<file path="src/design/mono_framebuffer_pixel_writer_core_defines.svh">
`ifndef MONO_FRAMEBUFFER_PIXEL_WRITER_CORE_DEFINES_SVH
`define MONO_FRAMEBUFFER_PIXEL_WRITER_CORE_DEFINES_SVH

// same-cycle implication, checked out of reset
`define MFPW_ASSERT_NOW(lbl, ante, cons, msg) \
  lbl: assert property (@(posedge clk) disable iff (!rst_n) (ante) |-> (cons)) else $error(msg);

// next-cycle implication, checked out of reset
`define MFPW_ASSERT_NEXT(lbl, ante, cons, msg) \
  lbl: assert property (@(posedge clk) disable iff (!rst_n) (ante) |=> (cons)) else $error(msg);

`endif

</file>
<file path="src/design/mfpw_pkg.sv">
`timescale 1ns / 1ps
`default_nettype none

package mfpw_pkg;

  localparam int PANEL_COLUMNS_DEF = 400;
  localparam int PANEL_ROWS_DEF    = 300;

  localparam logic [8:0] PANEL_WIDTH_RST     = 9'd400;
  localparam logic [8:0] PANEL_HEIGHT_RST    = 9'd300;
  localparam logic [7:0] WHITE_THRESHOLD_RST = 8'd80;

  localparam int LUM_R = 38;
  localparam int LUM_G = 75;
  localparam int LUM_B = 15;

  localparam logic [7:0] BYTE_WHITE = 8'hFF;

  localparam logic [1:0] CMD_COLOR  = 2'd0;
  localparam logic [1:0] CMD_DIRECT = 2'd1;
  localparam logic [1:0] CMD_READ   = 2'd2;

  localparam logic [1:0] REG_PANEL_WIDTH     = 2'd0;
  localparam logic [1:0] REG_PANEL_HEIGHT    = 2'd1;
  localparam logic [1:0] REG_WHITE_THRESHOLD = 2'd2;

  typedef enum logic [1:0] {
    OP_NONE,
    OP_WRITE,
    OP_READ,
    OP_READ_ZERO
  } op_t;

  typedef struct packed {
    op_t        op;
    logic [2:0] bit_sel;
    logic       white;
  } pix_ctl_t;

endpackage

`default_nettype wire

</file>
<file path="src/design/mfpw_decode.sv">
`timescale 1ns / 1ps
`default_nettype none

module mfpw_decode #(
  parameter int PANEL_COLUMNS = mfpw_pkg::PANEL_COLUMNS_DEF,
  parameter int PANEL_ROWS    = mfpw_pkg::PANEL_ROWS_DEF,
  localparam int COLUMN_PAIRS = PANEL_COLUMNS / 2,
  localparam int ROW_BLOCKS   = PANEL_ROWS / 4,
  localparam int STORE_BYTES  = COLUMN_PAIRS * ROW_BLOCKS,
  localparam int AW           = (STORE_BYTES > 1) ? $clog2(STORE_BYTES) : 1
) (
  input  wire logic [1:0]         command,
  input  wire logic [8:0]         x,
  input  wire logic [8:0]         y,
  input  wire logic [15:0]        color,
  input  wire logic               white,
  input  wire logic [13:0]        byte_index,
  input  wire logic [8:0]         panel_width,
  input  wire logic [8:0]         panel_height,
  input  wire logic [7:0]         white_threshold,
  output mfpw_pkg::pix_ctl_t      ctl,
  output logic      [AW-1:0]      addr
);

  logic [7:0]  r8;
  logic [7:0]  g8;
  logic [7:0]  b8;
  logic [14:0] lum_sum;
  logic        lum_white;
  logic [8:0]  inv_y;
  logic [7:0]  pair;
  logic [6:0]  block;
  logic        in_bounds;
  logic        in_store;
  logic [31:0] wr_lin;
  logic [31:0] rd_lin;

  assign r8 = {color[15:11], 3'b000};
  assign g8 = {color[10:5], 2'b00};
  assign b8 = {color[4:0], 3'b000};

  assign lum_sum = 15'(r8) * 15'(mfpw_pkg::LUM_R)
                 + 15'(g8) * 15'(mfpw_pkg::LUM_G)
                 + 15'(b8) * 15'(mfpw_pkg::LUM_B);
  assign lum_white = (lum_sum[14:7] >= white_threshold);

  assign inv_y = panel_height - 9'd1 - y;
  assign pair  = x[8:1];
  assign block = inv_y[8:2];

  assign in_bounds = (x < panel_width) && (y < panel_height)
                  && (32'(pair) < 32'(COLUMN_PAIRS)) && (32'(block) < 32'(ROW_BLOCKS));
  assign in_store  = (32'(byte_index) < 32'(STORE_BYTES));

  assign wr_lin = 32'(pair) * 32'(ROW_BLOCKS) + 32'(block);
  assign rd_lin = 32'(byte_index);

  always_comb begin
    ctl.op      = mfpw_pkg::OP_NONE;
    ctl.bit_sel = 3'd7 - {inv_y[1:0], x[0]};
    ctl.white   = white;
    addr        = wr_lin[AW-1:0];
    case (command)
      mfpw_pkg::CMD_COLOR: begin
        ctl.white = lum_white;
        ctl.op    = in_bounds ? mfpw_pkg::OP_WRITE : mfpw_pkg::OP_NONE;
      end
      mfpw_pkg::CMD_DIRECT: begin
        ctl.op = in_bounds ? mfpw_pkg::OP_WRITE : mfpw_pkg::OP_NONE;
      end
      mfpw_pkg::CMD_READ: begin
        ctl.op = in_store ? mfpw_pkg::OP_READ : mfpw_pkg::OP_READ_ZERO;
        addr   = in_store ? rd_lin[AW-1:0] : '0;
      end
      default: begin
        ctl.op = mfpw_pkg::OP_NONE;
      end
    endcase
  end

endmodule

`default_nettype wire

</file>
<file path="config.mk">
export PLATFORM = sky130hd
export DESIGN_NAME = mfpw_decode
export DESIGN_NICKNAME = d
export VERILOG_FILES = /design/src/design/mono_framebuffer_pixel_writer_core_defines.svh /design/src/design/mfpw_pkg.sv /design/src/design/mfpw_decode.sv
export SDC_FILE = /design/constraint.sdc
export NUM_CORES = 1
export LEC_CHECK = 0
export BUFFER_PORTS_ARGS = -buffer_cell sky130_fd_sc_hd__buf_2
export CORE_MARGIN = 1
export CORE_UTILIZATION = 50
export DETAILED_ROUTE_END_ITERATION = 10
export PLACE_DENSITY = 0.77
export SETUP_SLACK_MARGIN = 0.3
export SLEW_MARGIN = 20
export SYNTH_ARGS = -nofsm -noshare
export SYNTH_HDL_FRONTEND = slang
export SYNTH_SLANG_ARGS = --single-unit
</file>
<file path="constraint.sdc">
create_clock -name vclk -period 17.4
set_input_delay 1.74 -clock vclk [all_inputs]
set_output_delay 1.74 -clock vclk [all_outputs]
set_load 0.01 [all_outputs]
</file>
==> results summary <==
The maximum number of pins on one net before global-route repair is 16. The worst hold-check path type is primary input to output port. The initial antenna violation count is 0.

The final count of negative-setup-slack endpoints came out at 0. The number of nets in the finished design came out at 868. Of the total power, the share spent switching nets is 53.5%. The number of slew-limit violations in the final report is 0. The arrival time of the worst setup path came out at 6710 ps.

During synthesis, Yosys emitted a total of 0 warnings. From bottom edge to top edge, the die measures 95.3 um. The fill cell instance count of the final layout is 767. The first global-routing pass estimated 15,800 um of wire. In this run, post-CTS hold repair placed 0 buffers. In this run the horizontal extent of the chip is 95.3 um. Pin placement for this block handled 97 I/O pins. In the global route stage, overall resource usage came out at 21.1%. The net switching power of the design is 318 uW. Across all hold checks on the routed design, the worst slack comes to 3730 ps.

The largest stage delay on the critical path came out at 530 ps. The ratio of cells with drive above 1 in the final layout is 16.8%. The number of unique standard cell types used by synthesis is 50. The via count of the first global-routing pass was 3,835. Detailed placement finished with a half-perimeter wire length of 8590 um. Synthesis produced a netlist with a net count of 773. The total of cells resized after clock tree synthesis is 0. The sequential group share of total power came out at 0%.

Across the VDD grid, the largest voltage drop is 0.0000954 V. The core area is 0.00834 mm^2. The worst path meets setup with 8950 ps of slack. The slew at the pin with the worst max-slew slack came out at 603 ps.

Data on the critical path is required at its endpoint by 15,660 ps. Port buffering added 97 buffers. The number of placed instances, taps included, is 725. In this run the tightest slew margin relative to its limit is 58.7%. The signal on the critical path passes through buf_2, inv_1, ha_1, inv_1, fa_1, nor2b_1, o31a_1, o21ai_1, nor2b_1, xnor2_1, fa_1, ha_1, inv_1, fa_1, inv_1, ha_1, nor2b_4, o21ai_2, a21oi_2, o31a_1, o211a_1, or3_1, a32o_1, buf_2. The area taken by flip-flops and latches came out at 0 um^2.

Among all stages on the critical path, the largest delay is contributed by sky130_fd_sc_hd__fa_1. The total congestion overflow after global routing is 0. The run finished with clean final reports. The mean instance size in the synthesized netlist is 8.26 um^2. By instance count, the cell type seen most on the critical path is sky130_fd_sc_hd__inv_1. Dividing total power by cell area gives a power density of 120 mW/mm^2. Detailed routing inserted a total of 3,899 vias. The count of final hold-check violations is 0. The via density per instance is 5.38. The endpoint class of the critical path is an output port. Setup repair after global routing left no endpoint under its margin. The worst setup path is launched from a primary input.

In this run, the combinational gates consume 100.0% of the power. The per-cell routed wire length is 12.9 um. The aggregate routed wire length is 9350 um.

The first detailed-routing pass took 4 iterations. The die covers 0.00909 mm^2. The worst path uses 48.6% of the clock period. The clock network fraction of design power is 0%. The initial detailed-routing violation count came out at 46. The count of nets left with antenna violations after detail routing is 0. The critical path capture point is addr[12].

The repair_antennas step left the layout with diodes totalling 0. The count of maximum capacitance violations is 0. The placed cell area is 0.00496 mm^2. The count of non-filler cells in the finished layout is 725. The critical path starts at y[0]. The leakage power came out at 0.00289 uW. The number of post-CTS setup repair buffers came out at 0. The type of the worst setup path is primary input to output port. After routing the design area is 0.00496 mm^2. Adding up every negative setup slack in the final design gives 0 ps. The growth of design area from synthesis to finish came out at 13.8%. Summing all multi-input logic gate instances after layout gives 0.00390 mm^2. The number of rows in the core area came out at 33. The internal portion of total power is 276 uW.

The area of the mapped netlist came out at 0.00436 mm^2. Summing the sequential cell areas from Yosys gives 0% of the chip area. For this configuration, the core starts out at a cell density of 52.2%.

After detailed routing, the number of remaining DRC violations is 0. The pre-CTS setup slack is 8960 ps. Leaving out fill and tap cells, the most frequent cell in the layout is sky130_fd_sc_hd__ha_1. The maximum fanout along the worst path came out at 4. The count of mapped cells out of synthesis is 527.

The total of clock buffers placed in the layout came out at 0. The maximum clock frequency came out at 118 MHz. Counting I/O delays and the setup requirement, the final critical path takes 8450 ps.

At the end of routability-driven placement, the weighted congestion stood at 0.853. In the layout the commonest cells are sky130_fd_sc_hd__ha_1, sky130_fd_sc_hd__inv_1, sky130_fd_sc_hd__buf_2. The sequential cell count came out at 0.
Yosys cell counts, types with 2 or more instances:
cell type / n / area share [%]
sky130_fd_sc_hd__nand2_1: 14 / 1.2
sky130_fd_sc_hd__a41oi_1: 2 / 0.40
sky130_fd_sc_hd__or3_1: 5 / 0.72
sky130_fd_sc_hd__o21bai_1: 7 / 1.2
sky130_fd_sc_hd__a21o_1: 12 / 2.1
sky130_fd_sc_hd__nor2_1: 20 / 1.7
sky130_fd_sc_hd__clkbuf_1: 2 / 0.17
sky130_fd_sc_hd__a211oi_1: 9 / 1.6
sky130_fd_sc_hd__a22o_1: 2 / 0.40
sky130_fd_sc_hd__a211o_1: 2 / 0.40
sky130_fd_sc_hd__and2_1: 2 / 0.29
sky130_fd_sc_hd__xnor2_1: 20 / 4.0
sky130_fd_sc_hd__o2bb2ai_1: 3 / 0.60
sky130_fd_sc_hd__o211ai_1: 3 / 0.52
sky130_fd_sc_hd__inv_1: 118 / 10
sky130_fd_sc_hd__nand2b_1: 5 / 0.72
sky130_fd_sc_hd__o22ai_1: 2 / 0.29
sky130_fd_sc_hd__xor2_1: 12 / 2.4
sky130_fd_sc_hd__nor3_1: 8 / 0.92
sky130_fd_sc_hd__nand3_1: 11 / 1.3
sky130_fd_sc_hd__ha_1: 133 / 38
sky130_fd_sc_hd__o31a_1: 2 / 0.40
sky130_fd_sc_hd__a32o_1: 2 / 0.46
sky130_fd_sc_hd__o31ai_1: 3 / 0.52
sky130_fd_sc_hd__o21ai_0: 10 / 1.1
sky130_fd_sc_hd__o21ai_1: 8 / 0.92
sky130_fd_sc_hd__o21a_1: 12 / 2.1
sky130_fd_sc_hd__a21oi_1: 35 / 4.0
sky130_fd_sc_hd__nor2b_1: 6 / 0.86
sky130_fd_sc_hd__fa_1: 36 / 17
sky130_fd_sc_hd__or2_2: 2 / 0.29
metrics by stage:
stage | utilization, % | power (uW)
2_1_floorplan | - | 451
3_3_place_gp | 59.4 | 568
3_5_place_dp | 59.4 | 590
4_1_cts | 59.4 | 595
5_1_grt | 59.4 | 682
6_report | 59.4 | 593
how the worst min path moves through the flow:
stage | from | endpoint | slack [ps] | depth (start not counted)
floorplan | x[0] | ctl[1] | 3530 | 1
global placement | x[0] | ctl[1] | 3710 | 3
detailed placement | x[0] | ctl[1] | 3730 | 3
CTS | x[0] | ctl[1] | 3730 | 3
global route | x[0] | ctl[1] | 3770 | 3
finish | x[0] | ctl[1] | 3730 | 3
routing by layer:
layer	routed length [um]	GRT usage, %	part of all wire (%)	up-vias
met2	4730	42.0	51	86
met5	0	0	0	-
met3	324	0.638	3.5	8
met1	4200	25.4	45	1829
met4	92	2.90	0.98	0
li1	-	-	-	1976
critical path, delay by kind of cell:
kind	cells	cell delay (ps)
fa+ha+maj	6	2250
compound gates	7	1250
buf+inv	6	440
xor+xnor	1	260
simple gates	4	770
cell type report:
type	instances	area share, %
multi-input combinational	405	78.6
tap	105	2.65
inverter	118	8.94
timing repair buffer	97	9.80
cell families after synthesis:
logic type | count (synthesis) | share of synthesized area, %
mux | 1 | 0.230
xor+xnor | 32 | 6.43
simple gates | 79 | 9.14
buf+inv | 122 | 10.5
fa+ha+maj | 169 | 54.8
compound gates | 124 | 18.9
power groups by stage:
stage / registers, uW / logic [uW] / clock network, uW
4_1_cts: 0 / 595 / 0
3_5_place_dp: 0 / 590 / 0
5_1_grt: 0 / 682 / 0
2_1_floorplan: 0 / 451 / 0
6_report: 0 / 593 / 0
3_3_place_gp: 0 / 568 / 0
Power figures use the tool's default switching activity.
